### src/hdl/brsa_pkg.sv
// ----------------------------------------------------------------------------
// brsa_pkg
// Shared widths, constants and record types of the row statistics block.
// ----------------------------------------------------------------------------
package brsa_pkg;

   localparam int ROW_W   = 10;
   localparam int ROWS    = 1 << ROW_W;
   localparam int BIN_W   = 4;
   localparam int BINS    = 1 << BIN_W;
   localparam int HIST_W  = 16;
   localparam int CNT_W   = 32;
   localparam int SUM_W   = 64;
   localparam int BETA_W  = 32;
   localparam int FX_BITS = 31;
   localparam int HALF_W  = HIST_W + BIN_W - 1;   // sum of one histogram half
   localparam int TEST_W  = HALF_W + 5;           // room for 20 * count

   localparam logic [BETA_W-1:0] FX_ONE   = BETA_W'(1) << FX_BITS;
   localparam logic [HIST_W-1:0] HIST_MAX = '1;

   // request kinds carried on tuser
   localparam logic KIND_ADD  = 1'b0;
   localparam logic KIND_READ = 1'b1;

   typedef logic [BINS-1:0][HIST_W-1:0] hist_row_type;

   typedef struct packed {
      logic [BETA_W-1:0] high_min;
      logic [BETA_W-1:0] low_max;
      logic [SUM_W-1:0]  high_sum;
      logic [SUM_W-1:0]  low_sum;
      logic [CNT_W-1:0]  high_count;
      logic [CNT_W-1:0]  low_count;
      logic [SUM_W-1:0]  square_sum;
      logic [SUM_W-1:0]  sum;
      logic [CNT_W-1:0]  count;
   } stat_rec_type;

endpackage

### src/hdl/brsa_divider.sv
// ----------------------------------------------------------------------------
// brsa_divider
// Restoring divider: quotient floor(m * 2^32 / t) for m < t, one bit a cycle.
// ----------------------------------------------------------------------------
module brsa_divider
   import brsa_pkg::*;
(
   input  logic              clock,
   input  logic              reset,
   input  logic              start,
   input  logic [31:0]       dividend,
   input  logic [32:0]       divisor,
   output logic              done,
   output logic [31:0]       quotient
);

   logic [33:0] rem_ff, rem_in;
   logic [31:0] quo_ff, quo_in;
   logic [32:0] den_ff, den_in;
   logic [5:0]  cnt_ff, cnt_in;
   logic        busy_ff, busy_in;
   logic        done_ff, done_in;
   logic [33:0] shifted;

   always_comb begin
      rem_in  = rem_ff;
      quo_in  = quo_ff;
      den_in  = den_ff;
      cnt_in  = cnt_ff;
      busy_in = busy_ff;
      done_in = 1'b0;
      shifted = {rem_ff[32:0], 1'b0};
      if (start) begin
         rem_in  = {2'b00, dividend};
         quo_in  = '0;
         den_in  = divisor;
         cnt_in  = '0;
         busy_in = 1'b1;
      end else if (busy_ff) begin
         if (shifted >= {1'b0, den_ff}) begin
            rem_in = shifted - {1'b0, den_ff};
            quo_in = {quo_ff[30:0], 1'b1};
         end else begin
            rem_in = shifted;
            quo_in = {quo_ff[30:0], 1'b0};
         end
         cnt_in = cnt_ff + 6'd1;
         if (cnt_ff == 6'd31) begin
            busy_in = 1'b0;
            done_in = 1'b1;
         end
      end
   end

   always_ff @(posedge clock) begin
      if (reset) begin
         busy_ff <= 1'b0;
         done_ff <= 1'b0;
         cnt_ff  <= '0;
      end else begin
         busy_ff <= busy_in;
         done_ff <= done_in;
         cnt_ff  <= cnt_in;
      end
      rem_ff <= rem_in;
      quo_ff <= quo_in;
      den_ff <= den_in;
   end

   assign done     = done_ff;
   assign quotient = quo_ff;

endmodule
### config.mk
export PLATFORM = sky130hd
export DESIGN_NAME = brsa_divider
export DESIGN_NICKNAME = d
export VERILOG_FILES = /design/src/hdl/brsa_pkg.sv /design/src/hdl/brsa_divider.sv
export SDC_FILE = /design/constraint.sdc
export NUM_CORES = 1
export LEC_CHECK = 0
export BUFFER_PORTS_ARGS = -buffer_cell sky130_fd_sc_hd__clkbuf_2
export CELL_PAD_IN_SITES_DETAIL_PLACEMENT = 0
export CELL_PAD_IN_SITES_GLOBAL_PLACEMENT = 1
export CORE_MARGIN = 3
export CORE_UTILIZATION = 47
export CTS_CLUSTER_DIAMETER = 40
export DETAILED_ROUTE_END_ITERATION = 8
export GPL_ROUTABILITY_DRIVEN = 0
export GPL_TIMING_DRIVEN = 0
export PLACE_DENSITY_LB_ADDON = 0.1
export SYNTH_ARGS = -nofsm -noshare
export SYNTH_HDL_FRONTEND = slang
export SYNTH_SLANG_ARGS = --single-unit
### constraint.sdc
create_clock -name clock -period 8.7 [get_ports clock]
set_input_delay 0.87 -clock clock [delete_from_list [all_inputs] [get_ports clock]]
set_output_delay 0.87 -clock clock [all_outputs]
set_load 0.05 [all_outputs]
==> run_results.csv <==
group,metric,value,unit
timing,worst_pin_slew,0.923,ns
logic_synthesis,yosys_warnings,0,
route,viasPerCell,5.60,
floorplanning,core_region_area,0.0129,mm²
min_path,worstHoldPathType,"reg -> reg",
global_routing,grt_first_pass_wirelength,25900,µm
logic_synthesis,yosys.area.top_type,"edfxtp_1",
global_routing,antenna_found_initial,0,
logic_synthesis,synth_edf_count,65,
final_layout,final_area,0.00733,mm²
route,dr.first_iter.drc_count,317,
logic_synthesis,ys_types,66,
final_layout,drive_gt1_share,18.0,%
power_and_ir_drop,p_leak,3.21,nW
logic_synthesis,synth_fp_nets,752,
setup_path,r2r_end,"rem_ff[25]$_DFFE_PP_",
setup_path,r2r-start,"rem_ff[26]$_DFFE_PP_",
global_routing,grt_start_max_net_pins,35,
placed_design,placedCellCount,921,
final_layout,final_cell_mix,"clkbuf_2 (100), nor2_1 (71), edfxtp_1 (65)",
floorplanning,num_rows,41,
clock_tree,cts.repair.resized,0,
route,routed_wl,16300,µm
route,first_pass_iters,5,
timing,finalMaxSlewViolations,0,
timing,skew,0.00592,ns
min_path,min_from,"cnt_ff[5]$_SDFFE_PP0P_",
job,maxCapViolCount,0,
timing,period_share,40.6,%
floorplanning,io_pins,101,
min_path,holdPathEnd,"done$_SDFF_PP0_",
timing,max_freq,283,MHz
timing,hold_viol,0,
power_and_ir_drop,powerDensity,248,mW/mm²
logic_synthesis,ys_ff_latch,106,
clock_tree,clock-sinks,106,
timing,period_minus_slack,3.53,ns
placed_design,hpwl,12100,µm
global_routing,grt_use_total,22.3,%
clock_tree,cts_hold_buf,0,
route,wl_per_cell,17.4,µm
final_layout,fin_nets,863,
floorplanning,dieArea,0.0148,mm²
route,ant_nets,0,
floorplanning,start_util,48.9,%
setup_path,end_kind,"flip-flop",
global_routing,grt_pass1_vias,5216,
clock_tree,cts.clk_slew.worst_paths,0.07,ns
clock_tree,clockRootBuffer,"clkbuf_16",
logic_synthesis,ys_async_sr_fraction,0,%
setup_path,worstSetupStartpointType,"primary input",
timing,setup_viol,0,
clock_tree,clk_latency,0.35,ns
clock_tree,clock_path_buffers,2,
setup_path,path_class,"in -> reg",
floorplanning,die_h,122,µm
clock_tree,numCtsBuffers,9,
logic_synthesis,synth_top_area_share,31.0,%
final_layout,final_cell_count_no_fill,937,
logic_synthesis,seq_area_frac_synth,44.0,%
status,status,"finished, final reports clean",
floorplanning,die_w,122,µm
clock_tree,cts_tree,"yes",
logic_synthesis,ys.flop_type,"edfxtp_1",
timing,slew-limit-headroom,38.5,%
final_layout,final_common_cell,"clkbuf_2",
logic_synthesis,synthTopCellsByArea,"edfxtp_1 (31%), dfxtp_1 (13%), ha_1 (6.8%), mux2i_1 (6.5%), nor2_1 (4.2%)",
route,drc_errors,0,
final_layout,post-route-util,56.9,%
logic_synthesis,avgSynthCellArea,9.71,µm²
setup_path,worstPathMaxFanout,34,
final_layout,areaGrowthSynthToFinish,16.3,%
setup_path,crit_arrival,3.51,ns
placed_design,port_buffers,100,
setup_path,cp.required,8.68,ns
timing,rsz0062_at_grt,"false",
min_path,whs_path_depth,1,
final_layout,antenna_cells,0,
global_routing,grt_overflow,0,
clock_tree,ctsHtreeMaxLevel,3,
placed_design,placedInstanceArea,0.00702,mm²
setup_path,rrSetupSlack,5.42,ns
clock_tree,postCtsSetupRepairBufs,0,
power_and_ir_drop,vdd_drop_max,0.151,mV
logic_synthesis,syn_inst,649,
timing,setup_tns,0,ns
route,vias,5251,
logic_synthesis,synth_area,0.00630,mm²
setup_path,reg2reg_depth,12,
Yosys cell counts, types with 7 or more instances:
cell,n
nor2_1,71
edfxtp_1,65
nand2_1,45
a21oi_1,41
dfxtp_1,41
inv_1,41
mux2i_1,41
ha_1,34
nand3_1,29
clkbuf_1,20
a21o_1,18
xor2_1,17
o21ai_0,13
o311ai_1,13
a211oi_1,9
and3_1,9
xnor2_1,9
buf_1,8
nor2b_1,7
nor3_1,7
o21ai_1,7
flip-flops by register name (all words and copies together), names as in the netlist:
signal / flops
den_ff: 33
busy_ff: 1
rem_ff: 33
cnt_ff: 6
quotient: 32
done: 1
logic make-up after synthesis:
kind of cell | share of synthesized area (%)
XOR/XNOR | 3.61
AND/OR/NAND/NOR | 15.7
adder cells (fa/ha/maj) | 7.07
flip-flops | 44.0
multiplexers | 6.69
buffers and inverters | 4.98
AO/OA/AOI/OAI | 17.9
how the worst max path moves through the flow:
stage	startpoint	end	slack (ns)
4_1_cts	start	rem_ff[13]$_DFFE_PP_	5.19
6_report	start	rem_ff[16]$_DFFE_PP_	5.17
2_1_floorplan	rem_ff[26]$_DFFE_PP_	rem_ff[25]$_DFFE_PP_	5.86
3_3_place_gp	start	rem_ff[12]$_DFFE_PP_	4.89
3_5_place_dp	start	rem_ff[12]$_DFFE_PP_	4.80
5_1_grt	start	rem_ff[17]$_DFFE_PP_	4.98
area by class of cell:
type | count | area, µm²
Tap cell | 172 | 215
Multi-Input combinational cell | 465 | 3210
Inverter | 42 | 158
Clock buffer | 11 | 264
Fill cell | 1199 | 5550
Clock inverter | 5 | 48.8
Timing Repair Buffer | 100 | 500
Buffer | 36 | 156
Sequential cell | 106 | 2770
metal layers:
layer | share of wire [%] | track usage (%) | wire length, µm | vias to the layer above
li1 | - | - | - | 2598
met1 | 45 | 28.1 | 7270 | 2480
met2 | 47 | 38.5 | 7730 | 152
met3 | 6.5 | 5.39 | 1060 | 21
met4 | 1.6 | 5.74 | 260 | 0
met5 | 0 | 0 | 0 | -
power by group:
part | internal (mW) | switching [mW] | total, mW
sequential | 0.608 | 0.0301 | 0.638
clock | 0.227 | 0.198 | 0.425
combinational | 0.304 | 0.448 | 0.752
per-stage QoR:
step / hold slack [ns] / setup WS [ns] / power [mW]
after global routing: 0.518 / 4.98 / 1.94
after floorplan: 0.424 / 5.86 / 1.21
after global placement: 0.456 / 4.89 / 1.38
after CTS: 0.473 / 5.19 / 1.82
after detailed placement: 0.455 / 4.80 / 1.39
final: 0.463 / 5.17 / 1.81
critical path: stages:
cell and delay [ns]:
clkbuf_2 0.68, clkbuf_1 0.48, clkbuf_1 0.59, or2_2 0.82
Note: power is estimated with default switching activity, not from simulation.
